[src/sv/pidm_pkg.sv]
// ----------------------------------------------------------------------------
// pidm_pkg
// Shared types, constants and the control store of the position motor drive.
// ----------------------------------------------------------------------------
package pidm_pkg;

  // Parameter defaults
  localparam int POSITION_BITS_DEF      = 32;
  localparam int GAIN_FRACTION_BITS_DEF = 8;

  // Configuration register indexes
  localparam int CFG_INDEX_BITS = 2;
  localparam logic [CFG_INDEX_BITS-1:0] REG_GAIN_P       = 2'd0;
  localparam logic [CFG_INDEX_BITS-1:0] REG_GAIN_I       = 2'd1;
  localparam logic [CFG_INDEX_BITS-1:0] REG_GAIN_D       = 2'd2;
  localparam logic [CFG_INDEX_BITS-1:0] REG_ACCELERATION = 2'd3;

  // Configuration reset values
  localparam logic signed [15:0] GAIN_P_RESET       = 16'sd256;
  localparam logic signed [15:0] GAIN_I_RESET       = 16'sd0;
  localparam logic signed [15:0] GAIN_D_RESET       = 16'sd0;
  localparam logic        [15:0] ACCELERATION_RESET = 16'd0;

  // Input item
  typedef struct packed {
    logic               op;
    logic signed [15:0] speed_command;
    logic signed [31:0] target_position;
    logic signed [31:0] measured_position;
    logic        [15:0] elapsed_ms;
  } in_t;

  // Result item
  typedef struct packed {
    logic signed [7:0] speed;
    logic        [7:0] forward_duty;
    logic        [7:0] reverse_duty;
  } out_t;

  // Configuration register file contents
  typedef struct packed {
    logic signed [15:0] gain_p;
    logic signed [15:0] gain_i;
    logic signed [15:0] gain_d;
    logic        [15:0] acceleration;
  } cfg_t;

  // Datapath operations, one per control word
  typedef enum logic [3:0] {
    DP_LOAD,
    DP_NOP,
    DP_SET,
    DP_ERR,
    DP_INTDER,
    DP_MUL_P,
    DP_MUL_I,
    DP_MUL_D,
    DP_ACC,
    DP_DIV,
    DP_MAP,
    DP_STEP,
    DP_SLEW,
    DP_QUO,
    DP_EMIT
  } dp_op_t;

  // Conditions that hold the step counter in place
  typedef enum logic [1:0] {
    H_NONE,
    H_NO_INPUT,
    H_OUT_FULL
  } hold_t;

  // Conditions that take the jump target
  typedef enum logic [2:0] {
    J_NEXT,
    J_ALWAYS,
    J_IS_SET,
    J_SPEED_ZERO,
    J_IN_REACH
  } jump_t;

  localparam int PC_BITS = 4;

  // Step addresses
  localparam logic [PC_BITS-1:0] PC_FETCH  = 4'd0;
  localparam logic [PC_BITS-1:0] PC_DISP   = 4'd1;
  localparam logic [PC_BITS-1:0] PC_CHECK  = 4'd2;
  localparam logic [PC_BITS-1:0] PC_ERR    = 4'd3;
  localparam logic [PC_BITS-1:0] PC_INTDER = 4'd4;
  localparam logic [PC_BITS-1:0] PC_MUL_P  = 4'd5;
  localparam logic [PC_BITS-1:0] PC_MUL_I  = 4'd6;
  localparam logic [PC_BITS-1:0] PC_MUL_D  = 4'd7;
  localparam logic [PC_BITS-1:0] PC_ACC    = 4'd8;
  localparam logic [PC_BITS-1:0] PC_DIV    = 4'd9;
  localparam logic [PC_BITS-1:0] PC_MAP    = 4'd10;
  localparam logic [PC_BITS-1:0] PC_STEP   = 4'd11;
  localparam logic [PC_BITS-1:0] PC_SLEW   = 4'd12;
  localparam logic [PC_BITS-1:0] PC_QUO    = 4'd13;
  localparam logic [PC_BITS-1:0] PC_EMIT   = 4'd14;
  localparam logic [PC_BITS-1:0] PC_SET    = 4'd15;

  // One control word
  typedef struct packed {
    dp_op_t               op;
    hold_t                hold;
    jump_t                jump;
    logic [PC_BITS-1:0]   target;
  } ucode_t;

  // Sequencer to datapath
  typedef struct packed {
    dp_op_t op;
    logic   exec;
  } ctrl_t;

  // Datapath to sequencer
  typedef struct packed {
    logic is_set;
    logic speed_zero;
    logic in_reach;
    logic out_full;
  } stat_t;

  // Control store
  function automatic ucode_t ucode_rom(input logic [PC_BITS-1:0] pc);
    ucode_t w;
    case (pc)
      PC_FETCH:  w = '{DP_LOAD,   H_NO_INPUT, J_NEXT,       PC_FETCH};
      PC_DISP:   w = '{DP_NOP,    H_NONE,     J_IS_SET,     PC_SET};
      PC_CHECK:  w = '{DP_NOP,    H_NONE,     J_SPEED_ZERO, PC_EMIT};
      PC_ERR:    w = '{DP_ERR,    H_NONE,     J_NEXT,       PC_FETCH};
      PC_INTDER: w = '{DP_INTDER, H_NONE,     J_NEXT,       PC_FETCH};
      PC_MUL_P:  w = '{DP_MUL_P,  H_NONE,     J_NEXT,       PC_FETCH};
      PC_MUL_I:  w = '{DP_MUL_I,  H_NONE,     J_NEXT,       PC_FETCH};
      PC_MUL_D:  w = '{DP_MUL_D,  H_NONE,     J_NEXT,       PC_FETCH};
      PC_ACC:    w = '{DP_ACC,    H_NONE,     J_NEXT,       PC_FETCH};
      PC_DIV:    w = '{DP_DIV,    H_NONE,     J_NEXT,       PC_FETCH};
      PC_MAP:    w = '{DP_MAP,    H_NONE,     J_NEXT,       PC_FETCH};
      PC_STEP:   w = '{DP_STEP,   H_NONE,     J_NEXT,       PC_FETCH};
      PC_SLEW:   w = '{DP_SLEW,   H_NONE,     J_IN_REACH,   PC_EMIT};
      PC_QUO:    w = '{DP_QUO,    H_NONE,     J_NEXT,       PC_FETCH};
      PC_EMIT:   w = '{DP_EMIT,   H_OUT_FULL, J_ALWAYS,     PC_FETCH};
      PC_SET:    w = '{DP_SET,    H_NONE,     J_ALWAYS,     PC_EMIT};
      default:   w = '{DP_NOP,    H_NONE,     J_ALWAYS,     PC_FETCH};
    endcase
    return w;
  endfunction

endpackage

[src/sv/pid_position_motor_drive.sv]
// ----------------------------------------------------------------------------
// pid_position_motor_drive
// Position PID with slew-limited speed and forward/reverse duty outputs.
// ----------------------------------------------------------------------------
//
//   channel   direction   handshake           payload
//   in_       in          in_valid/in_stall   in_t  (op, command, positions, ms)
//   out_      out         out_valid/out_stall out_t (speed, forward, reverse duty)
//   cfg_      in          cfg_valid/cfg_ready index 0..3, 16-bit data
//
// A microcoded sequencer steps a shared datapath through one item at a time.
// A full control tick runs error, integral and derivative, three products on
// the single shared multiplier, accumulate, divide, map, step and slew steps,
// plus the quotient step unless the target speed is within one slew step. A
// set-speed item or a tick at zero speed skips the PID steps. The result
// register frees the input side while a result waits; a stalled result holds
// the sequencer at its emit step. Synchronous reset clears speed, integral and
// previous error, restores the register defaults and returns to the fetch step.
//
module pid_position_motor_drive import pidm_pkg::*; #(
  parameter int POSITION_BITS      = POSITION_BITS_DEF,
  parameter int GAIN_FRACTION_BITS = GAIN_FRACTION_BITS_DEF
) (
  input  logic                      clk,
  input  logic                      rst_n,
  input  logic                      in_valid,
  output logic                      in_stall,
  input  in_t                       in_data,
  output logic                      out_valid,
  input  logic                      out_stall,
  output out_t                      out_data,
  input  logic                      cfg_valid,
  output logic                      cfg_ready,
  input  logic [CFG_INDEX_BITS-1:0] cfg_index,
  input  logic [15:0]               cfg_data
);

  ctrl_t ctrl;
  stat_t stat;
  cfg_t  cfg;

  // Take inputs and register writes only at the fetch step
  assign in_stall  = (ctrl.op != DP_LOAD);
  assign cfg_ready = (ctrl.op == DP_LOAD);

  pidm_cfg_regs u_cfg_regs (
    .clk      (clk),
    .rst_n    (rst_n),
    .wr_en    (cfg_valid && cfg_ready),
    .wr_index (cfg_index),
    .wr_data  (cfg_data),
    .cfg      (cfg)
  );

  pidm_sequencer u_sequencer (
    .clk      (clk),
    .rst_n    (rst_n),
    .in_valid (in_valid),
    .stat     (stat),
    .ctrl     (ctrl)
  );

  pidm_datapath #(
    .POSITION_BITS      (POSITION_BITS),
    .GAIN_FRACTION_BITS (GAIN_FRACTION_BITS)
  ) u_datapath (
    .clk       (clk),
    .rst_n     (rst_n),
    .ctrl      (ctrl),
    .cfg       (cfg),
    .in_data   (in_data),
    .out_stall (out_stall),
    .stat      (stat),
    .out_valid (out_valid),
    .out_data  (out_data)
  );

endmodule

[src/sv/pidm_cfg_regs.sv]
// ----------------------------------------------------------------------------
// pidm_cfg_regs
// Gain and acceleration registers, written over the configuration port.
// ----------------------------------------------------------------------------
module pidm_cfg_regs import pidm_pkg::*; (
  input  logic                      clk,
  input  logic                      rst_n,
  input  logic                      wr_en,
  input  logic [CFG_INDEX_BITS-1:0] wr_index,
  input  logic [15:0]               wr_data,
  output cfg_t                      cfg
);

  cfg_t cfg_r;
  cfg_t cfg_nxt;

  // Decode the register index
  always_comb begin
    cfg_nxt = cfg_r;
    if (wr_en) begin
      case (wr_index)
        REG_GAIN_P:       cfg_nxt.gain_p       = signed'(wr_data);
        REG_GAIN_I:       cfg_nxt.gain_i       = signed'(wr_data);
        REG_GAIN_D:       cfg_nxt.gain_d       = signed'(wr_data);
        REG_ACCELERATION: cfg_nxt.acceleration = wr_data;
        default:          cfg_nxt = cfg_r;
      endcase
    end
  end

  always_ff @(posedge clk) begin
    if (!rst_n) begin
      cfg_r.gain_p       <= GAIN_P_RESET;
      cfg_r.gain_i       <= GAIN_I_RESET;
      cfg_r.gain_d       <= GAIN_D_RESET;
      cfg_r.acceleration <= ACCELERATION_RESET;
    end else begin
      cfg_r <= cfg_nxt;
    end
  end

  assign cfg = cfg_r;

endmodule

[src/sv/pidm_sequencer.sv]
// ----------------------------------------------------------------------------
// pidm_sequencer
// Step counter over the control store, with hold and jump conditions.
// ----------------------------------------------------------------------------
module pidm_sequencer import pidm_pkg::*; (
  input  logic  clk,
  input  logic  rst_n,
  input  logic  in_valid,
  input  stat_t stat,
  output ctrl_t ctrl
);

  logic [PC_BITS-1:0] pc_r;
  logic [PC_BITS-1:0] pc_nxt;
  ucode_t             word;
  logic               hold_on;
  logic               jump_on;

  // Fetch the current control word
  assign word = ucode_rom(pc_r);

  // Evaluate the hold condition
  always_comb begin
    case (word.hold)
      H_NONE:     hold_on = 1'b0;
      H_NO_INPUT: hold_on = !in_valid;
      H_OUT_FULL: hold_on = stat.out_full;
      default:    hold_on = 1'b0;
    endcase
  end

  // Evaluate the jump condition
  always_comb begin
    case (word.jump)
      J_NEXT:       jump_on = 1'b0;
      J_ALWAYS:     jump_on = 1'b1;
      J_IS_SET:     jump_on = stat.is_set;
      J_SPEED_ZERO: jump_on = stat.speed_zero;
      J_IN_REACH:   jump_on = stat.in_reach;
      default:      jump_on = 1'b0;
    endcase
  end

  // Advance, jump or hold
  always_comb begin
    if (hold_on) begin
      pc_nxt = pc_r;
    end else if (jump_on) begin
      pc_nxt = word.target;
    end else begin
      pc_nxt = pc_r + 1'b1;
    end
  end

  always_ff @(posedge clk) begin
    if (!rst_n) begin
      pc_r <= PC_FETCH;
    end else begin
      pc_r <= pc_nxt;
    end
  end

  assign ctrl.op   = word.op;
  assign ctrl.exec = !hold_on;

endmodule

[src/sv/pidm_datapath.sv]
// ----------------------------------------------------------------------------
// pidm_datapath
// PID, speed mapping, slew limit and duty registers, one operation per step.
// ----------------------------------------------------------------------------
module pidm_datapath import pidm_pkg::*; #(
  parameter int POSITION_BITS      = POSITION_BITS_DEF,
  parameter int GAIN_FRACTION_BITS = GAIN_FRACTION_BITS_DEF
) (
  input  logic  clk,
  input  logic  rst_n,
  input  ctrl_t ctrl,
  input  cfg_t  cfg,
  input  in_t   in_data,
  input  logic  out_stall,
  output stat_t stat,
  output logic  out_valid,
  output out_t  out_data
);

  localparam int PB     = POSITION_BITS;
  localparam int WW     = (PB + 1 > 33) ? PB + 1 : 33;
  localparam int PW     = PB + 16;
  localparam int ACC_W  = 64;

  localparam logic signed [WW-1:0]    POS_MAX   = WW'((64'sd1 <<< (PB - 1)) - 64'sd1);
  localparam logic signed [WW-1:0]    POS_MIN   = ~POS_MAX;
  localparam logic signed [ACC_W-1:0] PROD_LIM  = 64'sd1 <<< 61;
  localparam logic signed [ACC_W-1:0] DIV_ROUND =
    (64'sd1 <<< GAIN_FRACTION_BITS) - 64'sd1;

  // Reciprocals: x*200/510, x/1000 and y*51/20
  localparam logic [28:0] MAP_RECIP = 29'd411207;
  localparam logic [38:0] QUO_RECIP = 39'd536871;
  localparam logic [25:0] PWM_RECIP = 26'd167117;

  function automatic logic signed [PB-1:0] sat_pos(input logic signed [WW-1:0] v);
    logic signed [PB-1:0] r;
    if (v > POS_MAX) begin
      r = POS_MAX[PB-1:0];
    end else if (v < POS_MIN) begin
      r = POS_MIN[PB-1:0];
    end else begin
      r = v[PB-1:0];
    end
    return r;
  endfunction

  // Latched input item
  logic                     op_r,   op_nxt;
  logic signed [15:0]       cmd_r,  cmd_nxt;
  logic signed [31:0]       tpos_r, tpos_nxt;
  logic signed [31:0]       mpos_r, mpos_nxt;
  logic        [15:0]       ems_r,  ems_nxt;

  // Controller state
  logic signed [7:0]        speed_r, speed_nxt;
  logic signed [PB-1:0]     integ_r, integ_nxt;
  logic signed [PB-1:0]     prev_r,  prev_nxt;

  // Work registers
  logic signed [PB-1:0]     err_r,    err_nxt;
  logic signed [PB-1:0]     deriv_r,  deriv_nxt;
  logic signed [PW-1:0]     prod_r,   prod_nxt;
  logic signed [ACC_W-1:0]  acc_r,    acc_nxt;
  logic signed [8:0]        pid_r,    pid_nxt;
  logic signed [7:0]        tgt_r,    tgt_nxt;
  logic        [31:0]       step_r,   step_nxt;
  logic        [7:0]        diff_r,   diff_nxt;
  logic signed [19:0]       scaled_r, scaled_nxt;

  // Output register
  logic                     out_valid_r, out_valid_nxt;
  out_t                     out_data_r,  out_data_nxt;

  // Combinational terms
  logic signed [WW-1:0]     err_wide;
  logic signed [WW-1:0]     integ_sum;
  logic signed [WW-1:0]     deriv_wide;
  logic signed [15:0]       mul_gain;
  logic signed [PB-1:0]     mul_opnd;
  logic signed [ACC_W-1:0]  prod_ext;
  logic signed [ACC_W-1:0]  prod_sat;
  logic signed [ACC_W-1:0]  div_bias;
  logic signed [ACC_W-1:0]  div_q;
  logic signed [8:0]        pid_sat;
  logic        [9:0]        map_x;
  logic        [28:0]       map_prod;
  logic        [8:0]        map_q;
  logic signed [8:0]        dif9;
  logic signed [8:0]        dif_abs;
  logic        [17:0]       diff_k;
  logic                     in_reach;
  logic                     move_up;
  logic signed [19:0]       spd_k;
  logic signed [19:0]       step_s;
  logic        [18:0]       quo_mag;
  logic        [38:0]       quo_prod;
  logic        [9:0]        quo_q;
  logic        [6:0]        quo_lim;
  logic signed [7:0]        quo_speed;
  logic signed [7:0]        set_speed;
  logic        [7:0]        pwm_y;
  logic        [25:0]       pwm_prod;
  logic        [9:0]        pwm_q;
  out_t                     emit_data;

  // Position error, integral and derivative
  assign err_wide   = WW'(tpos_r) - WW'(mpos_r);
  assign integ_sum  = WW'(integ_r) + WW'(err_r);
  assign deriv_wide = WW'(err_r) - WW'(prev_r);

  // Select the gain and operand of the shared multiplier
  always_comb begin
    case (ctrl.op)
      DP_MUL_I: begin
        mul_gain = cfg.gain_i;
        mul_opnd = integ_r;
      end
      DP_MUL_D: begin
        mul_gain = cfg.gain_d;
        mul_opnd = deriv_r;
      end
      default: begin
        mul_gain = cfg.gain_p;
        mul_opnd = err_r;
      end
    endcase
  end

  // Clamp the previous product before accumulating it
  assign prod_ext = ACC_W'(prod_r);
  always_comb begin
    if (prod_ext > PROD_LIM) begin
      prod_sat = PROD_LIM;
    end else if (prod_ext < -PROD_LIM) begin
      prod_sat = -PROD_LIM;
    end else begin
      prod_sat = prod_ext;
    end
  end

  // Drop the gain fraction, truncating toward zero, and saturate
  assign div_bias = acc_r + (acc_r[ACC_W-1] ? DIV_ROUND : 64'sd0);
  assign div_q    = div_bias >>> GAIN_FRACTION_BITS;
  always_comb begin
    if (div_q > 64'sd255) begin
      pid_sat = 9'sd255;
    end else if (div_q < -64'sd255) begin
      pid_sat = -9'sd255;
    end else begin
      pid_sat = div_q[8:0];
    end
  end

  // Map -255..255 onto -100..100
  assign map_x    = 10'(11'(pid_r) + 11'sd255);
  assign map_prod = 29'(map_x) * MAP_RECIP;
  assign map_q    = map_prod[28:20];

  // Distance to the target speed
  assign dif9    = 9'(speed_r) - 9'(tgt_r);
  assign dif_abs = dif9[8] ? -dif9 : dif9;

  // Slew limit: compare in thousandths, then step toward the target
  assign diff_k   = 18'(diff_r) * 18'd1000;
  assign in_reach = (32'(diff_k) <= step_r);
  assign move_up  = (speed_r < tgt_r);
  assign spd_k    = 20'(speed_r) * 20'sd1000;
  assign step_s   = signed'(20'(step_r[17:0]));

  // Divide the scaled speed by 1000 toward zero
  assign quo_mag   = scaled_r[19] ? 19'(-scaled_r) : 19'(scaled_r);
  assign quo_prod  = 39'(quo_mag) * QUO_RECIP;
  assign quo_q     = quo_prod[38:29];
  assign quo_lim   = (quo_q > 10'd100) ? 7'd100 : quo_q[6:0];
  assign quo_speed = scaled_r[19] ? -signed'({1'b0, quo_lim}) : signed'({1'b0, quo_lim});

  // Clamp a direct speed command
  always_comb begin
    if (cmd_r > 16'sd100) begin
      set_speed = 8'sd100;
    end else if (cmd_r < -16'sd100) begin
      set_speed = -8'sd100;
    end else begin
      set_speed = cmd_r[7:0];
    end
  end

  // Duty pair from the speed
  assign pwm_y    = 8'(9'(speed_r) + 9'sd100);
  assign pwm_prod = 26'(pwm_y) * PWM_RECIP;
  assign pwm_q    = pwm_prod[25:16];
  always_comb begin
    emit_data.speed        = speed_r;
    emit_data.forward_duty = (pwm_q > 10'd255) ? 8'(pwm_q - 10'd255) : 8'd0;
    emit_data.reverse_duty = (pwm_q < 10'd255) ? 8'(10'd255 - pwm_q) : 8'd0;
  end

  // Execute the operation of the current step
  always_comb begin
    op_nxt        = op_r;
    cmd_nxt       = cmd_r;
    tpos_nxt      = tpos_r;
    mpos_nxt      = mpos_r;
    ems_nxt       = ems_r;
    speed_nxt     = speed_r;
    integ_nxt     = integ_r;
    prev_nxt      = prev_r;
    err_nxt       = err_r;
    deriv_nxt     = deriv_r;
    prod_nxt      = prod_r;
    acc_nxt       = acc_r;
    pid_nxt       = pid_r;
    tgt_nxt       = tgt_r;
    step_nxt      = step_r;
    diff_nxt      = diff_r;
    scaled_nxt    = scaled_r;
    out_data_nxt  = out_data_r;
    out_valid_nxt = out_valid_r;

    // Drop the result once the transfer completes
    if (out_valid_r && !out_stall) begin
      out_valid_nxt = 1'b0;
    end

    if (ctrl.exec) begin
      case (ctrl.op)
        DP_LOAD: begin
          op_nxt   = in_data.op;
          cmd_nxt  = in_data.speed_command;
          tpos_nxt = in_data.target_position;
          mpos_nxt = in_data.measured_position;
          ems_nxt  = in_data.elapsed_ms;
        end
        DP_SET: begin
          speed_nxt = set_speed;
        end
        DP_ERR: begin
          err_nxt = sat_pos(err_wide);
        end
        DP_INTDER: begin
          integ_nxt = sat_pos(integ_sum);
          deriv_nxt = sat_pos(deriv_wide);
          prev_nxt  = err_r;
        end
        DP_MUL_P: begin
          prod_nxt = PW'(mul_gain) * PW'(mul_opnd);
        end
        DP_MUL_I: begin
          acc_nxt  = prod_sat;
          prod_nxt = PW'(mul_gain) * PW'(mul_opnd);
        end
        DP_MUL_D: begin
          acc_nxt  = acc_r + prod_sat;
          prod_nxt = PW'(mul_gain) * PW'(mul_opnd);
        end
        DP_ACC: begin
          acc_nxt = acc_r + prod_sat;
        end
        DP_DIV: begin
          pid_nxt = pid_sat;
        end
        DP_MAP: begin
          tgt_nxt = signed'(8'(map_q) - 8'd100);
        end
        DP_STEP: begin
          step_nxt = 32'(cfg.acceleration) * 32'(ems_r);
          diff_nxt = dif_abs[7:0];
        end
        DP_SLEW: begin
          if (in_reach) begin
            speed_nxt = tgt_r;
          end else begin
            scaled_nxt = move_up ? spd_k + step_s : spd_k - step_s;
          end
        end
        DP_QUO: begin
          speed_nxt = quo_speed;
        end
        DP_EMIT: begin
          out_data_nxt  = emit_data;
          out_valid_nxt = 1'b1;
        end
        default: begin
          op_nxt = op_r;
        end
      endcase
    end
  end

  // Control and controller state
  always_ff @(posedge clk) begin
    if (!rst_n) begin
      speed_r     <= '0;
      integ_r     <= '0;
      prev_r      <= '0;
      out_valid_r <= 1'b0;
    end else begin
      speed_r     <= speed_nxt;
      integ_r     <= integ_nxt;
      prev_r      <= prev_nxt;
      out_valid_r <= out_valid_nxt;
    end
  end

  // Payload and work registers
  always_ff @(posedge clk) begin
    op_r       <= op_nxt;
    cmd_r      <= cmd_nxt;
    tpos_r     <= tpos_nxt;
    mpos_r     <= mpos_nxt;
    ems_r      <= ems_nxt;
    err_r      <= err_nxt;
    deriv_r    <= deriv_nxt;
    prod_r     <= prod_nxt;
    acc_r      <= acc_nxt;
    pid_r      <= pid_nxt;
    tgt_r      <= tgt_nxt;
    step_r     <= step_nxt;
    diff_r     <= diff_nxt;
    scaled_r   <= scaled_nxt;
    out_data_r <= out_data_nxt;
  end

  assign stat.is_set     = op_r;
  assign stat.speed_zero = (speed_r == 8'sd0);
  assign stat.in_reach   = in_reach;
  assign stat.out_full   = out_valid_r && out_stall;

  assign out_valid = out_valid_r;
  assign out_data  = out_data_r;

endmodule

[config.mk]
export PLATFORM = sky130hd
export DESIGN_NAME = pid_position_motor_drive
export DESIGN_NICKNAME = d
export VERILOG_FILES = /design/src/sv/pidm_pkg.sv /design/src/sv/pid_position_motor_drive.sv /design/src/sv/pidm_cfg_regs.sv /design/src/sv/pidm_sequencer.sv /design/src/sv/pidm_datapath.sv
export SDC_FILE = /design/constraint.sdc
export NUM_CORES = 2
export LEC_CHECK = 0
export BUFFER_PORTS_ARGS = -buffer_cell sky130_fd_sc_hd__buf_2
export CAP_MARGIN = 20
export CORE_MARGIN = 2
export CORE_UTILIZATION = 40
export DETAILED_ROUTE_END_ITERATION = 8
export GPL_TIMING_DRIVEN = 1
export HOLD_SLACK_MARGIN = 0.08
export PLACE_DENSITY = 0.62
export SLEW_MARGIN = 25
export SYNTH_ARGS = -nofsm -noshare
export SYNTH_HDL_FRONTEND = slang
export SYNTH_SLANG_ARGS = --single-unit
[constraint.sdc]
create_clock -name clk -period 8.34 [get_ports clk]
set_input_delay 1.251 -clock clk [delete_from_list [all_inputs] [get_ports clk]]
set_output_delay 1.251 -clock clk [all_outputs]
set_load 0.02 [all_outputs]
# Yosys cells after proc, flatten, opt, wreduce, memory -nomap -nowiden
# Memories as Yosys holds them, arrays and structs flattened. A register that Yosys moved wholly into a read port is not among the register bits.
# Index checks and enable logic that the tools add are counted.
[word_totals]
mem_count = 1
ff_bits = 515
romBits = 208
elab_cells = 151
[mem_list]
columns = ["memory", "depth", "width", "rd", "rd_ports_with_merged_regs", "write_ports", "line_no", "rtl"]
rows = [
  ["(no name shown)", 16, 13, 1, 1, 0, "pidm_pkg.sv:128", "case (pc)"],
]
[op_classes]
reduce_logical = 29
muxes = 28
eq_ne = 23
addsub = 17
n_bitwise = 2
order_cmp = 17
n_mul = 7
[op_table]
columns = ["cell", "count"]
rows = [
  ["$mux W32", 4],
  ["$mux W64", 2],
  ["$pmux W64 S2", 1],
  ["$gt A33 B32 Y1 const B", 3],
  ["$lt A33 B32 Y1 const B", 3],
  ["$sub A32 B32 Y33", 2],
  ["$add A64 B64 Y64", 1],
  ["$add A64 B9 Y64", 1],
  ["$pmux W32 S2", 1],
  ["$gt A48 B63 Y1 const B", 1],
  ["$lt A48 B62 Y1 const B", 1],
  ["$gt A56 B9 Y1 const B", 1],
  ["$lt A56 B9 Y1 const B", 1],
  ["$mul A16 B32 Y48", 1],
  ["$mux W8", 6],
  ["$mul A19 B20 Y39 const B", 1],
  ["$add A32 B32 Y33", 1],
  ["$le A18 B32 Y1", 1],
  ["$mul A16 B16 Y32", 1],
  ["$pmux W16 S2", 1],
  ["$eq A4 B4 Y1 const B", 7],
  ["$mul A10 B19 Y28 const B", 1],
  ["$mul A8 B18 Y26 const B", 1],
  ["$reduce_and A2 Y1", 13],
  ["49 further kinds", 67],
]

# Depth between registers and ports, before layout
[depth]
depth_word = 8
depth_mapped = 38
mapped_depth_nobuf = 38

# Modules after synthesis
# A second synthesis with hierarchy kept.
[unflattened]
cells_unflattened = 7615
hier_area_um2 = 70193.6
[by_module_without_submodules]
columns = ["mod", "cells_each", "area_each_um2", "seq_area_each_um2", "n_inst"]
rows = [
  ["pidm_datapath", 7300, 66948.0, 12692.2, 1],
  ["pidm_cfg_regs", 229, 2377.3, 1281.2, 1],
  ["pidm_sequencer", 83, 845.8, 300.3, 1],
  ["pid_position_motor_drive", 3, 22.5, 0.0, 1],
]

# Worst setup path after synthesis
# OpenSTA, ideal clock, no wires.
[synth_timing]
kind = "reg-to-reg"
start = "register u_datapath.scaled_r[3]"
end = "register u_datapath.speed_r[4]"
n_path_buf = 0
synth_period_minus_slack_ns = 8.997
path_stages_with_launch = 34
path_slack_ns = -0.657
arrival_ns = 8.906
cell_sequence = "edfxtp_1 -> or4_4 -> or4_4 -> o31ai_1 -> xnor2_1 -> ha_1 -> ha_1 -> inv_1 -> fa_1 -> inv_1 -> fa_1 -> inv_1 -> fa_1 -> fa_1 -> fa_1 -> inv_1 -> ha_1 -> a21oi_1 -> o21ai_0 -> a2111oi_0 -> mux2i_1 -> a211oi_1 -> mux2_2 -> o211ai_1 -> a211oi_2 -> nor2_8 -> nand2_1 -> ha_1 -> nor4b_1 -> nand3_1 -> o211ai_1 -> mux2i_1 -> a211o_1 -> a311oi_1"
[synth_via]
elab_chain_len = 8
[synth_rtl]
columns = ["element", "line_no", "rtl"]
rows = [
  ["start, declared", "pidm_datapath.sv:69", "logic signed [19:0] scaled_r, scaled_nxt;"],
  ["start signal, assigned", "pidm_datapath.sv:321", "scaled_r <= scaled_nxt;"],
  ["$neg A19 Y19", "pidm_datapath.sv:172", "assign quo_mag = scaled_r[19] ? 19'(-scaled_r) : 19'(scaled_r);"],
  ["$mux W19 (*)", "pidm_datapath.sv:172", ""],
  ["$mul A19 B20 Y39 (*)", "pidm_datapath.sv:173", "assign quo_prod = 39'(quo_mag) * QUO_RECIP;"],
  ["$gt A10 B7 Y1", "pidm_datapath.sv:175", "assign quo_lim = (quo_q > 10'd100) ? 7'd100 : quo_q[6:0];"],
  ["$mux W7 (*)", "pidm_datapath.sv:175", ""],
  ["$neg A7 Y8", "pidm_datapath.sv:176", "assign quo_speed = scaled_r[19] ? -signed'({1'b0, quo_lim}) : signed'({1'b0, quo_lim});"],
  ["$mux W8 (*)", "pidm_datapath.sv:176", ""],
  ["$pmux W8 S3 (*)", "pidm_datapath.sv:227", "case (ctrl.op)"],
  ["end signal, assigned", "pidm_datapath.sv:299", "speed_r <= speed_nxt;"],
  ["end, declared", "pidm_datapath.sv:56", "logic signed [7:0] speed_r, speed_nxt;"],
]
# Mark *: on every way between the ends. The rest lies on a longest branch, timed or not.
# A chain may end at the register's enable or synchronous reset.

# Worst setup path in the final report
[layout_timing]
start = "register u_datapath.scaled_r[6]"
end = "register u_datapath.speed_r[6]"
# Same word-level chain as after synthesis.

==> impl_results.md <==
* Most used routing layer: met2
* IO buf count at 146
* DPL Wire Length at 156000 µm
* Final WS setup at -0.237 ns
* Top FF cell, synth: edfxtp_1
* Tcrit/Tclk final at 1.03
* HP Class: reg -> reg
* Slew HR at 0.287
* First-pass GRT wire length at 308000 µm
* Worst-path fanout max at 4
* Synth Area in Compound Gates at 0.126
* WHS at 0.454 ns
* M1 GR Usage at 0.292
* Total power at 20.6 mW
* Post-synth ARST share at 0
* Post-Place Cell Area at 0.0749 mm²
* CORE AREA at 0.174 mm²
* Commonest cells after routing, fill and taps aside: inv_1, nand2_1, fa_1, ha_1, a21oi_1
* Place WS at -0.500 ns
* Max H-tree Level at 3
* Routed length per instance at 18.7 µm
* CTS Sinks at 526
* Power per Cell Area at 266 mW/mm²
* Synth Cell Area at 0.0698 mm²
* Register-to-register setup slack at -0.24 ns
* Yosys warnings at 0
* Final global-route overflow total at 0
* Core Rows at 153
* Die Area at 0.178 mm²
* Detailed Routing Iterations Pass 1 at 5
* IO Pins at 147
* Area grow syn2layout at 11.0%
* Adder-cell area share of the yosys netlist at 0.403
* Avg Inst Size Synth at 9.15 µm²
* RSZ-0062 raised after global routing: true
* EDFF count, synth at 374
* Die Y at 422 µm
* Count of final hold-check violations at 0
* Simple-gate share of the synthesized area at 0.129
* Worst Path Required at 8.94 ns
* Largest net degree at the start of global routing at 97
* Placer Congestion at 0.939
* Register area share after synthesis at 0.205
* Initial Utilization at 0.402
* Most common cell after layout, fill and taps aside: inv_1
* Post-synthesis mux area share at 0.0100
* Number of synthesized register bits at 526
* Inst Count DP at 10100
* Syn nets at 9453
* Peak supply drop at 303 µV
* Number of global-route vias before repair at 56300
* Final critical-path required period at 8.58 ns
* CTS tree: yes
* CP Data Arrival Time at 9.18 ns
* LEAKAGE at 36.6 nW
* Num CTS Buffers at 67
* Setup Viol. Count Final at 2
* Met2 Use GR at 0.362
* Met3 GRT Util at 0.0309
* Worst-case clock buffer depth at 3
* Gr usage total at 0.218
* Antenna violations before repair at 3
* Antenna-violating nets left at 0
* Layout Cells excl Fill at 10200
* Largest delay share family, worst path: adder cells
* MaxCap Viol Count at 0
* Synth Area in XOR/XNOR at 0.0462
* Failing checks: setup timing
* CTS clk-pin slew, worst paths at 0.06 ns
* Final wirelength at 191000 µm
* Clock Latency Late Sink at 0.69 ns
* Cts hold-fix bufs at 0
* Slowest CP cell: or4_4
* Number of DRC markers in iteration 0 at 3618
* Finished Cell Area at 0.0774 mm²
* Run status: finished with violations
* Share of cells above drive strength 1 at 0.0796
* Fill cells at 16800
* Worst Setup End Kind: flip-flop
* Setup skew after layout at 0.0326 ns
* Slew at the pin closest to its max-slew limit at 1.07 ns
* Max-slew violations at 0
* Via total after detailed routing at 54100
* CP peak stage delay at 0.56 ns
* Crit start category: flip-flop
* Vias/cell at 5.28
* Layout Utilization at 0.446
* Die X-Extent at 422 µm
* Critical path buffer and inverter count at 5
* Crit Path Category: reg -> reg
* DR DRC count at 0
* Clock root buffer: clkbuf_16
* Final #Nets at 9683
* FMAX at 0.117 GHz
* Largest family of logic cells by synthesized area: adder cells
* Synth unique cells at 87
* Mapped Cells at 7622
* Fin Setup TNS at -0.429 ns
==> worst register-to-register path: cells and delay by family (launching register included) <==
family / cells / cell delay, ns
AO/OA/AOI/OAI: 10 / 1.91
XOR/XNOR: 1 / 0.18
adder cells (fa/ha/maj): 9 / 3.28
buffers and inverters: 5 / 0.31
flip-flops: 1 / 0.39
multiplexers: 3 / 0.80
AND/OR/NAND/NOR: 8 / 1.63
==> layer usage <==
layer,share of wire,up-vias
met3,0.055,333
met5,0,-
met4,0.037,0
met1,0.44,26700
li1,-,25600
met2,0.47,1462
==> synth_stat cells, types with 51 or more instances <==
master / count / area (µm²)
nor3_1: 74 / 370
inv_1: 1266 / 4750
and2_1: 142 / 888
nor2_1: 457 / 1720
edfxtp_1: 374 / 11200
nand3_1: 101 / 505
clkbuf_1: 212 / 796
xnor2_1: 252 / 2210
fa_1: 868 / 17400
dfxtp_1: 152 / 3040
ha_1: 843 / 10500
o21bai_1: 57 / 428
nand2b_1: 56 / 350
o21a_1: 97 / 728
xor2_1: 116 / 1020
mux2i_1: 62 / 621
nand4_1: 51 / 319
nand2_1: 913 / 3430
a21oi_1: 513 / 2570
a21o_1: 161 / 1210
o21ai_0: 299 / 1500
==> final timing paths <==
check | start | to | depth (start not counted)
max reg2reg | u_datapath.scaled_r[6] | u_datapath.speed_r[6] | 36
min | u_cfg_regs.cfg[47] | u_cfg_regs.cfg[47] | 2
min reg2reg | u_cfg_regs.cfg[47] | u_cfg_regs.cfg[47] | 2
max | u_datapath.scaled_r[6] | u_datapath.speed_r[6] | 36
==> layout make-up <==
| type | count | area [µm²] | area share |
|---|---|---|---|
| Sequential cell | 526 | 14300 | 0.184 |
| Antenna cell | 2 | 5.00 | 0.0000646 |
| Inverter | 1266 | 4750 | 0.0614 |
| Tap cell | 2325 | 2910 | 0.0376 |
| Multi-Input combinational cell | 5600 | 50400 | 0.651 |
| Clock buffer | 80 | 1740 | 0.0224 |
| Timing Repair Buffer | 391 | 2860 | 0.0370 |
| Clock inverter | 43 | 474 | 0.00612 |
==> kinds of logic (layout without fill, tap and decap cells) <==
| family | after synthesis | count (layout) |
|---|---|---|
| muxes | 69 | 69 |
| xor gates and xnor gates | 368 | 368 |
| other | 0 | 2 |
| DFF | 526 | 526 |
| adders and majority gates | 1729 | 1729 |
| AOI/OAI and AO/OA | 1431 | 1431 |
| and+or+nand+nor | 2003 | 2003 |
| buffers and inverters | 1496 | 1780 |
==> repair_timing <==
item | 4_1_cts | 5_1_grt
gates resized for setup | 13 | 28
hold endpoints to repair | 0 | 0
endpoints found under the setup margin | 3 | 9
buffers inserted | 5 | 1
pin swaps | 11 | 9
==> power breakdown <==
group / leakage (nW) / internal, mW / switching [mW]
registers: 4.68 / 3.95 / 0.565
clock network: 1.05 / 1.65 / 1.29
logic: 30.8 / 5.29 / 7.86
Power figures use the tool's default switching activity.
